`src/design/rtu_pkg.sv`:
```
// Shared types, constants and the CRC-16/MODBUS byte update for the RTU frame checker.
`timescale 1ns / 1ps
`default_nettype none

package rtu_pkg;

   localparam int unsigned BYTE_W   = 8;
   localparam int unsigned CRC_W    = 16;
   localparam int unsigned STATUS_W = 2;
   localparam int unsigned COUNT_W  = 3;

   localparam logic [CRC_W-1:0]   CRC_INIT      = 16'hFFFF;
   localparam logic [CRC_W-1:0]   CRC_POLY      = 16'hA001;
   localparam logic [BYTE_W-1:0]  STATION_RESET = 8'h01;

   // Byte count saturates here; a frame is long enough once it reaches it.
   localparam logic [COUNT_W-1:0] COUNT_SAT     = 3'd4;
   localparam logic [COUNT_W-1:0] POS_ADDRESS   = 3'd0;
   localparam logic [COUNT_W-1:0] POS_FUNCTION  = 3'd1;
   localparam logic [COUNT_W-1:0] POS_PAYLOAD   = 3'd2;

   typedef enum logic [STATUS_W-1:0] {
      ST_ACCEPT        = 2'd0,
      ST_ADDR_MISMATCH = 2'd1,
      ST_CRC_MISMATCH  = 2'd2,
      ST_TOO_SHORT     = 2'd3
   } status_type;

   // Reflected CRC-16 update over one byte, LSB first.
   function automatic logic [CRC_W-1:0] crc_byte(input logic [CRC_W-1:0] crc,
                                                 input logic [BYTE_W-1:0] data);
      logic [CRC_W-1:0] c;
      c = crc ^ {{(CRC_W-BYTE_W){1'b0}}, data};
      for (int i = 0; i < BYTE_W; i++) begin
         if (c[0]) begin
            c = (c >> 1) ^ CRC_POLY;
         end else begin
            c = c >> 1;
         end
      end
      return c;
   endfunction

endpackage

`default_nettype wire

```
`src/design/rtu_stream_if.sv`:
```
// Valid/ready channel interfaces for received frame bytes and check results.
`timescale 1ns / 1ps
`default_nettype none

interface rtu_req_if
   import rtu_pkg::*;
();
   logic              valid;
   logic              ready;
   logic [BYTE_W-1:0] rx_byte;
   logic              frame_end;

   modport source (output valid, output rx_byte, output frame_end, input ready);
   modport sink   (input valid, input rx_byte, input frame_end, output ready);
endinterface

interface rtu_rsp_if
   import rtu_pkg::*;
();
   logic                valid;
   logic                ready;
   logic [STATUS_W-1:0] check_status;
   logic [BYTE_W-1:0]   func_code;
   logic [CRC_W-1:0]    computed_crc;

   modport source (output valid, output check_status, output func_code,
                   output computed_crc, input ready);
   modport sink   (input valid, input check_status, input func_code,
                   input computed_crc, output ready);
endinterface

`default_nettype wire

```
`src/design/rtu_frame_address_crc_check_top.sv`:
```
// Modbus RTU receive frame checker: station address, length and CRC-16/MODBUS.
//
// Frame bytes arrive on req_chan, one per transfer, with frame_end set on the
// last byte. The first byte is compared with the station address held in the
// csr register, the second is kept as the function code, and a CRC-16/MODBUS
// runs over every byte except the trailing two, which are held back and
// compared with the CRC (low byte first) when the frame ends.
// Only the transfer that carries frame_end produces a result on rsp_chan; it
// appears in the cycle after that transfer. The block takes one byte per cycle,
// back to back unless a stalled result holds it off; the CRC byte update is unrolled.
// One result register sits between the channels: a new byte is taken
// whenever the result register is empty or is being drained in the
// same cycle. When rsp_chan stalls with a result waiting, req_chan.ready
// drops until the result is taken; the held result keeps its value.
// Reset clears the frame state, empties the result register and sets the
// station address to 1. A csr write takes effect from the next frame start.
`timescale 1ns / 1ps
`default_nettype none

module rtu_frame_address_crc_check_top
   import rtu_pkg::*;
(
   input  wire logic              clock,
   input  wire logic              reset,
   input  wire logic              csr_write_enable,
   input  wire logic [BYTE_W-1:0] csr_write_data,
   rtu_req_if.sink                req_chan,
   rtu_rsp_if.source              rsp_chan
);

   logic [BYTE_W-1:0]   station_ff;
   logic [CRC_W-1:0]    crc_ff,    crc_in;
   logic [COUNT_W-1:0]  count_ff,  count_in;
   logic [BYTE_W-1:0]   held0_ff,  held0_in;
   logic [BYTE_W-1:0]   held1_ff,  held1_in;
   logic                match_ff,  match_in;
   logic [BYTE_W-1:0]   func_ff,   func_in;

   logic                out_valid_ff;
   status_type          status_ff, status_in;
   logic [BYTE_W-1:0]   out_func_ff, out_func_in;
   logic [CRC_W-1:0]    out_crc_ff;

   logic                req_fire;
   logic                rsp_fire;
   logic [CRC_W-1:0]    received;

   assign rsp_fire       = out_valid_ff & rsp_chan.ready;
   assign req_chan.ready = ~out_valid_ff | rsp_chan.ready;
   assign req_fire       = req_chan.valid & req_chan.ready;

   always_comb begin
      match_in = (count_ff == POS_ADDRESS)
                 ? (req_chan.rx_byte == station_ff) : match_ff;
      func_in  = (count_ff == POS_FUNCTION) ? req_chan.rx_byte : func_ff;
      // The older held byte leaves the delay line and enters the CRC.
      crc_in   = (count_ff >= POS_PAYLOAD) ? crc_byte(crc_ff, held0_ff) : crc_ff;
      held0_in = held1_ff;
      held1_in = req_chan.rx_byte;
      count_in = (count_ff < COUNT_SAT) ? count_ff + 3'd1 : count_ff;
      received = {held1_in, held0_in};

      if (count_in < COUNT_SAT) begin
         status_in = ST_TOO_SHORT;
      end else if (!match_in) begin
         status_in = ST_ADDR_MISMATCH;
      end else if (received != crc_in) begin
         status_in = ST_CRC_MISMATCH;
      end else begin
         status_in = ST_ACCEPT;
      end
      out_func_in = (count_in >= POS_PAYLOAD) ? func_in : '0;
   end

   always_ff @(posedge clock) begin
      if (reset) begin
         station_ff <= STATION_RESET;
      end else if (csr_write_enable) begin
         station_ff <= csr_write_data;
      end
   end

   // Frame state: advance on every byte, return to the idle values after the last.
   always_ff @(posedge clock) begin
      if (reset) begin
         crc_ff   <= CRC_INIT;
         count_ff <= '0;
         held0_ff <= '0;
         held1_ff <= '0;
         match_ff <= 1'b0;
         func_ff  <= '0;
      end else if (req_fire) begin
         if (req_chan.frame_end) begin
            crc_ff   <= CRC_INIT;
            count_ff <= '0;
            held0_ff <= '0;
            held1_ff <= '0;
            match_ff <= 1'b0;
            func_ff  <= '0;
         end else begin
            crc_ff   <= crc_in;
            count_ff <= count_in;
            held0_ff <= held0_in;
            held1_ff <= held1_in;
            match_ff <= match_in;
            func_ff  <= func_in;
         end
      end
   end

   always_ff @(posedge clock) begin
      if (reset) begin
         out_valid_ff <= 1'b0;
      end else if (req_fire && req_chan.frame_end) begin
         out_valid_ff <= 1'b1;
      end else if (rsp_fire) begin
         out_valid_ff <= 1'b0;
      end
   end

   always_ff @(posedge clock) begin
      if (req_fire && req_chan.frame_end) begin
         status_ff   <= status_in;
         out_func_ff <= out_func_in;
         out_crc_ff  <= crc_in;
      end
   end

   assign rsp_chan.valid        = out_valid_ff;
   assign rsp_chan.check_status = status_ff;
   assign rsp_chan.func_code    = out_func_ff;
   assign rsp_chan.computed_crc = out_crc_ff;

endmodule

`default_nettype wire

```
`src/flat_wrapper.sv`:
```
// flat-port wrapper written by rule: the top's interface ports become plain ports
module rtu_frame_address_crc_check_top_flat import rtu_pkg::*;
  (clock, reset, csr_write_enable, csr_write_data, req_chan_valid, req_chan_rx_byte, req_chan_frame_end, req_chan_ready, rsp_chan_valid, rsp_chan_check_status, rsp_chan_func_code, rsp_chan_computed_crc, rsp_chan_ready);
  rtu_req_if req_chan_i ();
  rtu_rsp_if rsp_chan_i ();
  input  wire logic clock;
  input  wire logic reset;
  input  wire logic csr_write_enable;
  input  wire logic [BYTE_W-1:0] csr_write_data;
  input wire logic [$bits(req_chan_i.valid)-1:0] req_chan_valid;
  input wire logic [$bits(req_chan_i.rx_byte)-1:0] req_chan_rx_byte;
  input wire logic [$bits(req_chan_i.frame_end)-1:0] req_chan_frame_end;
  output wire logic [$bits(req_chan_i.ready)-1:0] req_chan_ready;
  output wire logic [$bits(rsp_chan_i.valid)-1:0] rsp_chan_valid;
  output wire logic [$bits(rsp_chan_i.check_status)-1:0] rsp_chan_check_status;
  output wire logic [$bits(rsp_chan_i.func_code)-1:0] rsp_chan_func_code;
  output wire logic [$bits(rsp_chan_i.computed_crc)-1:0] rsp_chan_computed_crc;
  input wire logic [$bits(rsp_chan_i.ready)-1:0] rsp_chan_ready;
  assign req_chan_i.valid = req_chan_valid;
  assign req_chan_i.rx_byte = req_chan_rx_byte;
  assign req_chan_i.frame_end = req_chan_frame_end;
  assign req_chan_ready = req_chan_i.ready;
  assign rsp_chan_valid = rsp_chan_i.valid;
  assign rsp_chan_check_status = rsp_chan_i.check_status;
  assign rsp_chan_func_code = rsp_chan_i.func_code;
  assign rsp_chan_computed_crc = rsp_chan_i.computed_crc;
  assign rsp_chan_i.ready = rsp_chan_ready;
  rtu_frame_address_crc_check_top u_core (.clock(clock), .reset(reset), .csr_write_enable(csr_write_enable), .csr_write_data(csr_write_data), .req_chan(req_chan_i), .rsp_chan(rsp_chan_i));
endmodule
```
`config.mk`:
```
export PLATFORM = sky130hd
export DESIGN_NAME = rtu_frame_address_crc_check_top_flat
export DESIGN_NICKNAME = d
export VERILOG_FILES = /design/src/design/rtu_pkg.sv /design/src/design/rtu_stream_if.sv /design/src/design/rtu_frame_address_crc_check_top.sv /design/src/flat_wrapper.sv
export SDC_FILE = /design/constraint.sdc
export NUM_CORES = 1
export LEC_CHECK = 0
export BUFFER_PORTS_ARGS = -buffer_cell sky130_fd_sc_hd__buf_2
export CORE_ASPECT_RATIO = 1.25
export CORE_UTILIZATION = 58
export DETAILED_ROUTE_END_ITERATION = 12
export PLACE_DENSITY_LB_ADDON = 0.05
export SYNTH_ARGS = -nofsm -noshare
export SYNTH_HDL_FRONTEND = slang
export SYNTH_SLANG_ARGS = --single-unit
```
`constraint.sdc`:
```
create_clock -name clock -period 2.7 [get_ports clock]
set_clock_uncertainty 0.05 [all_clocks]
set_input_delay 0.135 -clock clock [delete_from_list [all_inputs] [get_ports clock]]
set_output_delay 0.135 -clock clock [all_outputs]
set_load 0.1 [all_outputs]
```
==> flow_summary.yaml <==
timing:
  hold_slack_ns: 0.0316
  fin_setup_tns_ns: 0
  fmax_mhz: 408
  finalSetupViolCount: 0
  timing.final.ws_setup_ns: 0.247
  slew_viol_final: 0
  tightest_slew_ns: 0.951
  max_slew_margin_pct: 36.1
  rsz0062_at_grt: "false"
  hold_viol: 0
  fin_crit_sh_pct: 90.9
  finalCriticalPeriod_ns: 2.45
clock_network:
  cts.sinks: 79
  numCtsBuffers: 9
  cts_setup_buffers: 0
  clockRootBuffer: "clkbuf_8"
  h-tree-depth: 3
  worstSkewPairLatency_ns: 0.35
  path_clk_slew_ns: 0.08
  cts_tree: "built"
  clk_path_buf_depth: 2
yosys:
  syn-num-nets: 446
  syn_inst: 421
  synth_common_cells: "nand2_1, dfxtp_1, nor2_1, a21oi_1, xnor2_1"
  ys.warnings.count: 0
  yosysMostFrequentCell: "nand2_1"
  synth_seq_cells: 79
  avgSynthCellArea_um2: 9.15
  yosysTopAreaCell: "dfxtp_1"
  yosys_most_used_dff: "dfxtp_1"
  async_reset_ff_share_pct: 0
  synth_area_leaders: "dfxtp_1, edfxtp_1, nand2_1"
  synth_top_area_share_pct: 27.6
  syn-cell-area_um2: 3850
  yosysUniqueCellTypes: 44
  synth-seq-area-share_pct: 47.8
  synth_edf_count: 26
global_route:
  grt_max_degree: 39
  grt_pass1_wl_mm: 15.1
  grt_overflow_total: 0
  grt_usage_pct: 29.4
  grt_pass1_vias: 3080
  antenna_found_initial: 0
cells_and_area:
  seqCellArea_um2: 1840
  syn_to_final_growth_pct: 16.5
  n_fill_cell: 496
  layout-drive-gt1-share_pct: 18.0
  nNetsFinal: 498
  diodes: 0
  multi_input_area_um2: 1870
route:
  wirelength_mm: 9.22
  drc: 0
  ant_nets: 0
  via_per_inst: 5.64
  wire_per_inst_um: 16.4
  dr.pass1.iters: 5
  num_vias: 3171
  drtIter0Drc: 298
floorplan:
  chipHeight_um: 93.1
  fp-row-count: 32
  design.die.area_um2: 6970
  boundaryPins: 50
  start_util_pct: 61.3
  die_x_um: 74.9
  core_um2: 6290
run:
  cap_violations: 0
setup_path:
  timing.rr.start: "u_core.crc_ff[2]"
  critical_path_class: "reg -> reg"
  worst_ep_arrival_time_ns: 2.50
  required_ns: 2.75
  critical_path.startpoint: "u_core.crc_ff[2]"
  critPathLaunchType: "flop"
  cp_max_fo: 5
  cp-end-kind: "flop"
hold_path:
  min_from: "rsp_chan_ready"
  hold_class: "in -> reg"
power:
  power_density_nw_per_um2: 604
  ir_drop_v: 0.000381
  power.leakage_nw: 1.71
outcome:
  status: "complete, no violations"
placement:
  gp_congestion: 0.991
  place_ws_ns: 0.349
  port_buffers: 49
  dp_hpwl_mm: 6.20
## layout by cell type, fill, tap and decap left out, drive strengths merged, types with 2 or more instances in the layout
cell / instances
xnor3: 2
o211ai: 4
nand3b: 17
o31ai: 2
o22ai: 3
bufinv: 2
or2: 3
a2111oi: 2
nor2: 41
inv: 12
buf: 61
dfxtp: 53
clkbuf: 11
edfxtp: 26
nand2b: 4
a21oi: 40
ha: 3
dlygate4sd3: 8
xnor2: 33
clkinv: 2
nand3: 6
xor2: 11
a31oi: 2
nand4: 3
nand2: 72
nor3: 5
mux2i: 12
a22oi: 10
nor2b: 4
o21ai: 13
## per-stage QoR
| stage | cell area, um2 | power, W | instances | utilization, % |
|---|---|---|---|---|
| 2_1_floorplan | 3860 | 0.00167 | 421 | - |
| 3_3_place_gp | 4200 | 0.00177 | 539 | 66.8 |
| 3_5_place_dp | 4200 | 0.00177 | 539 | 66.8 |
| 4_1_cts | 4490 | 0.00272 | 562 | 71.4 |
| 5_1_grt | 4490 | 0.00282 | 562 | 71.4 |
| 6_report | 4490 | 0.00271 | 562 | 71.4 |
## layout make-up
type,count,area share [%]
clock inverter,4,1.56
timing repair buffer,69,9.26
multi-input combinational,302,41.6
sequential,79,41.1
clock buffer,11,3.15
tap,85,2.37
inverter,12,1.00
## critical path, cell delays in order (launching register included)
cell and delay (ns):
dfxtp_1 0.36, xnor2_1 0.51, xnor2_4 0.19, xnor3_2 0.44
mux2i_2 0.24, nor2_1 0.07, nor4_1 0.23, a31oi_1 0.11
## timing repair
action	CTS	global route
hold buffers	8	0
endpoints found under the hold margin	8	0
resized for setup	0	0
## state kept, by name (all words and copies together), names as in the netlist, 3 cells and up
signal,flops
u_core.rsp_chan.computed_crc,16
u_core.func_ff,8
u_core.crc_ff,16
u_core.count_ff,3
u_core.station_ff,8
u_core.held0_ff,8
u_core.rsp_chan.func_code,8
u_core.held0_in,8
## where the power goes
group	total, W	internal, W	switching, W
registers	0.00130	0.00127	0.0000322
logic	0.000459	0.000150	0.000309
clock network	0.000950	0.000538	0.000412
total	0.00271	0.00196	0.000753
## final timing paths
path	to	slack [ns]	depth (start not counted)
setup / recovery	u_core.rsp_chan.check_status[1]	0.25	7
hold / removal	u_core.rsp_chan.valid	0.03	3
setup reg to reg	u_core.rsp_chan.check_status[1]	0.25	7
hold reg to reg	u_core.held0_ff[5]	0.41	2
## routing by layer
metal / track usage, % / up-vias / share of wire (%)
met5: 0 / - / 0
met4: 13.8 / 0 / 2.4
li1: - / 1533 / -
met3: 5.17 / 22 / 5.1
met2: 50.2 / 104 / 52
met1: 35.0 / 1512 / 40
## cells by family after synthesis
| group | share of synthesized area (%) |
|---|---|
| XOR/XNOR | 12.7 |
| buffers and inverters | 3.90 |
| multiplexers | 3.22 |
| AND/OR/NAND/NOR | 18.4 |
| adder cells (fa/ha/maj) | 0.975 |
| flip-flops | 47.8 |
| AO/OA/AOI/OAI | 13.1 |
Note: power is estimated with default switching activity, not from simulation.
